**src/hw/rtl/cpd_pkg.sv**
```systemverilog
// ----------------------------------------------------------------------------
// cpd_pkg
// Types and codes shared by the circular piece deque unit and its checker.
// ----------------------------------------------------------------------------
package cpd_pkg;

  localparam int unsigned PieceW = 8;

  typedef enum logic [2:0] {
    FUNC_APPEND = 3'd0,
    FUNC_HEAD   = 3'd1,
    FUNC_REMOVE = 3'd2,
    FUNC_ROTATE = 3'd3,
    FUNC_CLEAR  = 3'd4
  } func_e;

  typedef enum logic [1:0] {
    ST_DONE = 2'd0,
    ST_FULL = 2'd1,
    ST_MISS = 2'd2
  } status_e;

  typedef enum logic [1:0] {
    S_IDLE,
    S_SCAN,
    S_SHIFT,
    S_ROT
  } state_e;

  typedef struct packed {
    logic [2:0] func;
    logic [3:0] color;
    logic [3:0] shape;
  } req_t;

  typedef struct packed {
    logic [4:0] count;
    logic [3:0] front_color;
    logic [3:0] front_shape;
    logic [1:0] status;
  } rsp_t;

endpackage

```
**src/hw/rtl/circular_piece_deque_unit.sv**
```systemverilog
// ----------------------------------------------------------------------------
// circular_piece_deque_unit
// Ordered circular sequence of up to CAPACITY pieces held in one RAM.
// ----------------------------------------------------------------------------
// Append, head insert, clear and unused codes complete at once: an accepted
// command shows its result with done_o in the next cycle, and busy stays
// low so a new command can follow at once. Rotate of two or more pieces
// passes through S_ROT for the RAM read of the new head piece; with fewer
// pieces it completes at once. Remove walks the sequence from the head
// through the single RAM read port, one entry per cycle, and on a match
// then moves each later entry one place forward, one per cycle; on an
// empty sequence it ends at once with a miss. The result is presented for
// exactly one cycle and must be taken then.
// ----------------------------------------------------------------------------
module circular_piece_deque_unit
  import cpd_pkg::*;
#(
  parameter int unsigned CAPACITY = 16
) (
  input  logic clk_i,
  input  logic rst_ni,
  input  logic start,
  output logic busy,
  input  req_t req_i,
  output logic done_o,
  output rsp_t rsp_o
);

  localparam int unsigned AW = $clog2(CAPACITY);
  localparam int unsigned CW = $clog2(CAPACITY + 1);
  localparam logic [CW:0]   CapWide = (CW + 1)'(CAPACITY);
  localparam logic [CW-1:0] CapCnt  = CW'(CAPACITY);
  localparam logic [AW-1:0] LastPos = AW'(CAPACITY - 1);

  function automatic logic [AW-1:0] slot(input logic [AW-1:0] base,
                                         input logic [CW-1:0] off);
    logic [CW:0] sum;
    logic [CW:0] wrapped;
    sum     = (CW + 1)'(base) + (CW + 1)'(off);
    wrapped = (sum >= CapWide) ? (sum - CapWide) : sum;
    return wrapped[AW-1:0];
  endfunction

  state_e              state_q, state_d;
  logic [AW-1:0]       head_q, head_d;
  logic [CW-1:0]       count_q, count_d;
  logic [PieceW-1:0]   front_q, front_d;
  logic [CW-1:0]       idx_q, idx_d;
  logic [PieceW-1:0]   piece_q, piece_d;
  rsp_t                rsp_q, rsp_d;
  logic                done_q, done_d;

  logic                ram_we;
  logic [AW-1:0]       ram_waddr;
  logic [PieceW-1:0]   ram_wdata;
  logic [AW-1:0]       ram_raddr;
  logic [PieceW-1:0]   ram_rdata;

  logic                accept;
  logic [PieceW-1:0]   piece_in;
  logic [CW-1:0]       idx_inc;
  logic                last;
  logic                full;
  logic                fin;
  status_e             fin_status;
  logic [AW-1:0]       pos;
  logic [CW+4:0]       count_ext;
  logic [PieceW-1:0]   front_out;

  cpd_ram #(
    .Width(PieceW),
    .Depth(CAPACITY)
  ) u_ram (
    .clk_i  (clk_i),
    .we_i   (ram_we),
    .waddr_i(ram_waddr),
    .wdata_i(ram_wdata),
    .raddr_i(ram_raddr),
    .rdata_o(ram_rdata)
  );

  assign busy     = (state_q != S_IDLE);
  assign accept   = start && !busy;
  assign piece_in = {req_i.color, req_i.shape};
  assign idx_inc  = idx_q + CW'(1);
  assign last     = (idx_inc == count_q);
  assign full     = (count_q == CapCnt);

  always_ff @(posedge clk_i or negedge rst_ni) begin
    if (!rst_ni) begin
      state_q <= S_IDLE;
      head_q  <= '0;
      count_q <= '0;
      done_q  <= 1'b0;
    end else begin
      state_q <= state_d;
      head_q  <= head_d;
      count_q <= count_d;
      done_q  <= done_d;
    end
  end

  always_ff @(posedge clk_i) begin
    front_q <= front_d;
    idx_q   <= idx_d;
    piece_q <= piece_d;
    rsp_q   <= rsp_d;
  end

  always_comb begin
    state_d    = state_q;
    head_d     = head_q;
    count_d    = count_q;
    front_d    = front_q;
    idx_d      = idx_q;
    piece_d    = piece_q;
    rsp_d      = rsp_q;
    done_d     = 1'b0;
    ram_we     = 1'b0;
    ram_waddr  = slot(head_q, count_q);
    ram_wdata  = piece_in;
    ram_raddr  = slot(head_q, idx_inc);
    fin        = 1'b0;
    fin_status = ST_DONE;
    pos        = '0;

    case (state_q)
      S_IDLE: begin
        if (accept) begin
          piece_d = piece_in;
          case (req_i.func)
            FUNC_APPEND: begin
              fin = 1'b1;
              if (full) begin
                fin_status = ST_FULL;
              end else begin
                ram_we    = 1'b1;
                ram_waddr = slot(head_q, count_q);
                count_d   = count_q + CW'(1);
                if (count_q == '0) begin
                  front_d = piece_in;
                end
              end
            end
            FUNC_HEAD: begin
              fin = 1'b1;
              if (full) begin
                fin_status = ST_FULL;
              end else begin
                pos       = (head_q == '0) ? LastPos : (head_q - AW'(1));
                ram_we    = 1'b1;
                ram_waddr = pos;
                head_d    = pos;
                front_d   = piece_in;
                count_d   = count_q + CW'(1);
              end
            end
            FUNC_REMOVE: begin
              if (count_q == '0) begin
                fin        = 1'b1;
                fin_status = ST_MISS;
              end else begin
                ram_raddr = head_q;
                idx_d     = '0;
                state_d   = S_SCAN;
              end
            end
            FUNC_ROTATE: begin
              if (count_q >= CW'(2)) begin
                // old head goes to the tail; fetch the new head
                pos       = slot(head_q, CW'(1));
                ram_we    = !full;
                ram_waddr = slot(head_q, count_q);
                ram_wdata = front_q;
                head_d    = pos;
                ram_raddr = pos;
                state_d   = S_ROT;
              end else begin
                fin = 1'b1;
              end
            end
            FUNC_CLEAR: begin
              fin     = 1'b1;
              count_d = '0;
              head_d  = '0;
            end
            default: begin
              fin = 1'b1;
            end
          endcase
        end
      end
      S_ROT: begin
        front_d = ram_rdata;
        fin     = 1'b1;
        state_d = S_IDLE;
      end
      S_SCAN: begin
        if (ram_rdata == piece_q) begin
          if (last) begin
            count_d = count_q - CW'(1);
            fin     = 1'b1;
            state_d = S_IDLE;
          end else begin
            idx_d   = idx_inc;
            state_d = S_SHIFT;
          end
        end else if (last) begin
          fin        = 1'b1;
          fin_status = ST_MISS;
          state_d    = S_IDLE;
        end else begin
          idx_d = idx_inc;
        end
      end
      S_SHIFT: begin
        // close the gap: move this entry one place toward the head
        ram_we    = 1'b1;
        ram_waddr = slot(head_q, idx_q - CW'(1));
        ram_wdata = ram_rdata;
        if (idx_q == CW'(1)) begin
          front_d = ram_rdata;
        end
        if (last) begin
          count_d = count_q - CW'(1);
          fin     = 1'b1;
          state_d = S_IDLE;
        end else begin
          idx_d = idx_inc;
        end
      end
      default: begin
        state_d = S_IDLE;
      end
    endcase

    count_ext = {5'b0, count_d};
    front_out = (count_d == '0) ? '0 : front_d;
    if (fin) begin
      done_d            = 1'b1;
      rsp_d.count       = count_ext[4:0];
      rsp_d.front_color = front_out[7:4];
      rsp_d.front_shape = front_out[3:0];
      rsp_d.status      = fin_status;
    end
  end

  assign done_o = done_q;
  assign rsp_o  = rsp_q;

endmodule

```
**src/hw/rtl/cpd_ram.sv**
```systemverilog
// ----------------------------------------------------------------------------
// cpd_ram
// Simple dual-port RAM: one write port, one read port with registered data.
// ----------------------------------------------------------------------------
module cpd_ram #(
  parameter int unsigned Width = 8,
  parameter int unsigned Depth = 16
) (
  input  logic                     clk_i,
  input  logic                     we_i,
  input  logic [$clog2(Depth)-1:0] waddr_i,
  input  logic [Width-1:0]         wdata_i,
  input  logic [$clog2(Depth)-1:0] raddr_i,
  output logic [Width-1:0]         rdata_o
);

  logic [Width-1:0] mem_q [Depth];
  logic [Width-1:0] rdata_q;

  always_ff @(posedge clk_i) begin
    if (we_i) begin
      mem_q[waddr_i] <= wdata_i;
    end
    rdata_q <= mem_q[raddr_i];
  end

  assign rdata_o = rdata_q;

endmodule

```
**config.mk**
```make
export PLATFORM = sky130hd
export DESIGN_NAME = circular_piece_deque_unit
export DESIGN_NICKNAME = d
export VERILOG_FILES = /design/src/hw/rtl/cpd_pkg.sv /design/src/hw/rtl/circular_piece_deque_unit.sv /design/src/hw/rtl/cpd_ram.sv
export SDC_FILE = /design/constraint.sdc
export NUM_CORES = 1
export LEC_CHECK = 0
export CAP_MARGIN = 20
export CORE_MARGIN = 2
export CORE_UTILIZATION = 60
export CTS_CLUSTER_DIAMETER = 40
export CTS_CLUSTER_SIZE = 16
export DETAILED_ROUTE_END_ITERATION = 10
export DONT_BUFFER_PORTS = 1
export GPL_TIMING_DRIVEN = 0
export PLACE_DENSITY = 0.8
export RECOVER_POWER = 100
export SLEW_MARGIN = 20
export SYNTH_ARGS = -nofsm -noshare
export SYNTH_HDL_FRONTEND = slang
export SYNTH_SLANG_ARGS = --single-unit
```
**constraint.sdc**
```tcl
create_clock -name clk_i -period 7.7 [get_ports clk_i]
set_input_delay 0.385 -clock clk_i [delete_from_list [all_inputs] [get_ports clk_i]]
set_output_delay 0.385 -clock clk_i [all_outputs]
set_load 0.005 [all_outputs]
```
**After elaboration in Yosys (flattened, before gate mapping)**

Memory sizes are Yosys's and may differ from the RTL's. A register that Yosys moved wholly into a read port is not among the register bits.
Index checks and enable logic that the tools add are counted.

- Output and inout bits: 17
- Word-level logic and storage cells: 135
- Input bits: 14
- Memories: 1
- Register bits after elaboration: 48
- RAM bits: 128

Memory list:

| name | words | bits a word | rd ports | clocked after Yosys merged registers in | write ports | line | text |
|---|---|---|---|---|---|---|---|
| u_ram.mem_q | 16 | 8 | 1 | 1 | 1 | cpd_ram.sv:17 | `logic [Width-1:0] mem_q [Depth];` |

- Mux-type cells: 68
- Magnitude comparators: 5
- $add $sub $neg: 13
- Reductions and logical operators: 17
- Equal/unequal tests: 20

Operators by type and width:

| operator | number |
|---|---|
| $mux 8 | 8 |
| $mux 4 | 14 |
| $mux 5 | 8 |
| $pmux 8 s2 | 2 |
| $pmux 8 s3 | 1 |
| $mux 2 | 10 |
| $pmux 5 s2 | 2 |
| $sub 4x1->4 const B | 5 |
| $add 4x5->6 | 3 |
| $ge 6x5->1 const B | 3 |
| $pmux 4 s2 | 2 |
| $pmux 5 s3 | 1 |
| $pmux 2 s2 | 3 |
| $pmux 4 s3 | 1 |
| $mux 1 | 11 |
| $add 5x1->5 const B | 2 |
| $logic_not 5->1 | 2 |
| $ne 2x2->1 const B | 5 |
| $reduce_and 5->1 | 2 |
| $sub 5x1->5 const B | 2 |
| $eq 8x8->1 | 1 |
| $pmux 2 s4 | 1 |
| $eq 3x2->1 const B | 2 |
| $ne 3x3->1 const B | 2 |
| other kinds (24) | 30 |

**Logic depth before layout (Yosys ltp)**

- Depth after elaboration: 8
- Gate-level depth with buffers: 14
- Depth with buffers taken out: 11

**Cells and area by module**

Synthesis repeated with hierarchy kept, for this count alone.

- Cells, all modules: 627
- Area, all modules: 8812.2 sq um

Modules (own cells, without submodules):

| module | seq. area each (sq um) | cells an instance | instances | area each (sq um) |
|---|---|---|---|---|
| cpd_ram | 4003.8 | 229 | 1 | 5147.4 |
| circular_piece_deque_unit | 1301.2 | 398 | 1 | 3664.8 |

**Worst setup path before layout**

No wires, ideal clock.

- Kind: register to register
- Start: register state_q[1]
- End: memory u_ram.mem_q[0][0], enable pin
- Slack: 4.721 ns
- Arrival: 2.609 ns
- Clock period less this slack: 2.979 ns
- Path buffers: 1
- Library setup time: 0.370 ns
- Required time: 7.330 ns
- Cell stages (with the launch flop): 11
- Path through: dfrtp_1 > inv_1 > ha_1 > buf_2 > nand4bb_1 > a31oi_4 > nand2_1 > a21oi_1 > o221ai_1 > or3_1 > nor2_1

- Word-level cells in the longest chain between the ends: 7
- Elaborated cells between the ends (all ways): 11
- Classes of those cells: eq/ne (1); mux (6); reduce/logical (4)

RTL lines:

| element | line | text |
|---|---|---|
| start, declared | circular_piece_deque_unit.sv:44 | `state_e state_q, state_d;` |
| start signal, assigned | circular_piece_deque_unit.sv:96 | `state_q <= state_d;` |
| $reduce_bool 2->1 | circular_piece_deque_unit.sv:82 | `assign busy = (state_q != S_IDLE);` |
| $logic_not 1->1 | circular_piece_deque_unit.sv:83 | `assign accept = start && !busy;` |
| $logic_and 1x1->1 | circular_piece_deque_unit.sv:83 |  |
| $mux 1 | circular_piece_deque_unit.sv:129 | `if (accept) begin` |
| $pmux 1 s2 | circular_piece_deque_unit.sv:127 | `case (state_q)` |
| $mux 1 | cpd_ram.sv:21 | `if (we_i) begin` |
| $mux 1 (implied by the code) | cpd_ram.sv:22 | `mem_q[waddr_i] <= wdata_i;` |
| end, declared | cpd_ram.sv:17 |  |

Several ways; a longest one is shown, not always the timed one.

**Worst setup path in the final report**

- Start: register state_q[1]
- End: memory u_ram.mem_q[13][2] (data pin)

- Word-level cells in the longest chain between the ends: 5
- Elaborated cells between the ends (all ways): 7
- Classes of those cells: eq/ne (1); mux (2); reduce/logical (4)

RTL lines:

| element | line | text |
|---|---|---|
| $reduce_bool 2->1 | circular_piece_deque_unit.sv:82 |  |
| $logic_not 1->1 | circular_piece_deque_unit.sv:83 |  |
| $logic_and 1x1->1 | circular_piece_deque_unit.sv:83 |  |
| $mux 8 | circular_piece_deque_unit.sv:129 |  |
| $pmux 8 s2 (*) | circular_piece_deque_unit.sv:127 |  |
| named net ram_wdata[2] | circular_piece_deque_unit.sv:55 | `logic [PieceW-1:0] ram_wdata;` |

Mark *: on every way through the listed nets, which the timed path passes. The rest lies on a longest branch.

==> flow_summary.ini <==
[sta]
fmax_ghz = 0.208
post-route-period-util_pct = 62.4
tightest_slew_ps = 2510
setup_tns_ps = 0
finalClockSkew_ps = 10.8
drv_slew = 85
min_period_ps = 4800
hold_violations = 0
slew-limit-headroom_pct = -69.1
rsz0062_at_grt = no
final-setup-viol-count = 0

[final_layout]
final_cell_mix = edfxtp_1 (156), mux2i_1 (75), nand2_1 (39)
nFillCells = 1046
drive_gt1_share_pct = 9.21
layout_commonest_cell = edfxtp_1
diodes = 0
stdcell_count = 922
syn2layout_area_growth_pct = 9.28
finish.utilization_pct = 67.7
final_nets = 763

[grt]
grt_pass1_vias = 5948
grt.overflow.total = 0
grt_antenna_before_repair = 0
grt_first_pass_wirelength_um = 33200
grt_usage_pct = 27.6
grt_max_degree = 20

[pwr]
total_power_mw = 4.65
powerDensity_nw_per_um2 = 469
ir_drop_mv = 0.254
p_leak_nw = 3.70

[min_path]
hold_path_class = input port to flop

[route]
drt_pass1_iterations = 5
via_per_inst = 6.64
postRouteAntennaNets = 0
route.detailed.drc = 0
vias = 6118
routed_wl_um = 21700
routedWlPerCell_um = 23.6
drt_iter0_drc = 798

[floorplan]
die_area_um2 = 16100
num_rows = 44
die_y_um = 127
die_w_um = 127
ioPinCount = 31
start_util_pct = 62.0
coreArea_um2 = 14600

[setup_path]
cpMaxStageDelayCell = o21ai_0
arrival_ps = 4670
path_cells = inv_1, ha_1, clkbuf_1, nand2_1, inv_1, nand3_1, clkbuf_1, mux2i_1, o21ai_0
cp_slowest_stage_delay_ps = 1900
start_kind = flop
cp-end-kind = flop
cp.required_ps = 7570
crit_path_max_fanout = 16
crit_type = flop to flop

[yosys]
ys_ff_latch = 184
synthAdderAreaFrac_pct = 3.56
ys.flop_type = edfxtp_1
synth-compound-area-share_pct = 13.5
synthMuxAreaShare_pct = 8.89
postSynthAreaPerCell_um2 = 12.9
async_flop_share_pct = 6.52
yosys-top-cells-area = edfxtp_1 (52%), mux2i_1 (8.3%), dfxtp_1 (3.5%)
synth_top_family_by_area = compound AO/OA/AOI/OAI gates
yosysTopAreaCell = edfxtp_1
ys_types = 72
synth-seq-area-share_pct = 58.5
postSynthCellCount = 701
synth-simple-area-share_pct = 9.02
synth_top_area_share_pct = 51.6
yosysWarnings = 0
synth-edff-count = 156
syn-num-nets = 739
synth_xor_area_share_pct = 3.18
netlist_area_um2 = 9080

[clock_network]
cts-htree-levels = 4
cts_num_sinks = 184
clock-root-buffer = clkbuf_16
cts_setup_buffers = 0
clkTransAtPathRegs_ps = 70
clock_latency_ps = 440
cts_made_buffers = 17
clock_path_buffers = 2
cts_tree = done
cts_hold_buf = 1
cts-resized-gates = 0

[outcome]
outcome = complete, but fails checks
violations = capacitance limit, slew limit

[placed_design]
dp_hpwl_um = 15000
numPlacedInstances = 889
portBuffers = 0
place.gp.congestion = 0.973

[flow_run]
cap_violations = 5
## cells by family after synthesis
| logic type | Yosys count |
|---|---|
| AO/OA/AOI/OAI | 169 |
| AND/OR/NAND/NOR | 156 |
| multiplexers | 80 |
| buffers and inverters | 55 |
| adder cells (fa/ha/maj) | 24 |
| XOR/XNOR | 33 |
| flip-flops | 184 |
## final timing paths
check | startpoint | end | slack, ps | depth (start not counted)
worst max-delay path | state_q[1] | u_ram.mem_q[13][2] | 2900 | 9
worst min-delay path | req_i[0] | piece_q[0] | 40 | 0
worst max register to register | state_q[1] | u_ram.mem_q[13][2] | 2900 | 9
worst min register to register | front_q[3] | front_q[3] | 540 | 2
max in group asynchronous | rst_ni | count_q[2] | 6770 | 1
min in group asynchronous | rst_ni | head_q[0] | 460 | 1
## worst max-delay path: cells and delay by family (launching register included)
family                   cells  cell delay [ps]
AO/OA/AOI/OAI                1             1900
buffers and inverters        4             1240
flip-flops                   1              410
AND/OR/NAND/NOR              2              320
multiplexers                 1              200
adder cells (fa/ha/maj)      1              150
## routing by layer
| metal | wire [um] | up-vias | GRT usage, % |
|---|---|---|---|
| met5 | 0 | - | 0 |
| met4 | 619 | 0 | 10.3 |
| met3 | 1750 | 46 | 6.91 |
| met2 | 10200 | 298 | 43.0 |
| met1 | 9190 | 3044 | 38.1 |
| li1 | - | 2730 | - |
## sequential cells by signal (all words and copies together), names as in the netlist
name and cells:
u_ram.mem_q 128, rsp_o 15, front_q 8, piece_q 8, u_ram.rdata_o 8, count_q 5
idx_q 5, head_q 4, state_q 2, done_o 1
## where the power goes
part	leakage, nW	switching (mW)	internal (mW)
sequential	1.72	0.114	1.38
combinational	1.68	1.42	0.815
clock	0.305	0.420	0.499
total	3.70	1.95	2.69
## synthesized netlist by cell type (7+ instances only)
library cell  number
nor2_1            38
a211oi_1          20
ha_1              21
clkbuf_1          13
buf_6              7
a211o_1           16
xor2_1            18
xnor2_1           15
a21oi_1           25
inv_1             20
nand2_1           38
edfxtp_1         156
nand3_1           20
a31oi_1            8
o21ai_0           24
nor2b_1           20
dfrtp_1           12
mux2i_1           75
a22oi_1           19
dfxtp_1           16
nor3_1            11
## through the flow
stage	cell area (um^2)	worst slack, ps	hold WS, ps
final	9920	2900	40.4
after global routing	9920	2730	20.7
after CTS	10000	3690	34.7
after detailed placement	9370	3810	89.7
after global placement	9310	3640	89.9
after floorplan	9080	4720	89.4
## cell type report
| type | instances | area (um^2) | share of cell area, % |
|---|---|---|---|
| clock buffers | 17 | 425 | 4.29 |
| inverters | 21 | 78.8 | 0.795 |
| well taps | 184 | 230 | 2.32 |
| repair buffers | 5 | 25.0 | 0.252 |
| clock inverters | 15 | 210 | 2.12 |
| plain buffers | 34 | 220 | 2.22 |
| flip-flops and latches | 184 | 5310 | 53.5 |
| multi-input cells | 462 | 3420 | 34.5 |
Power figures use the tool's default switching activity.
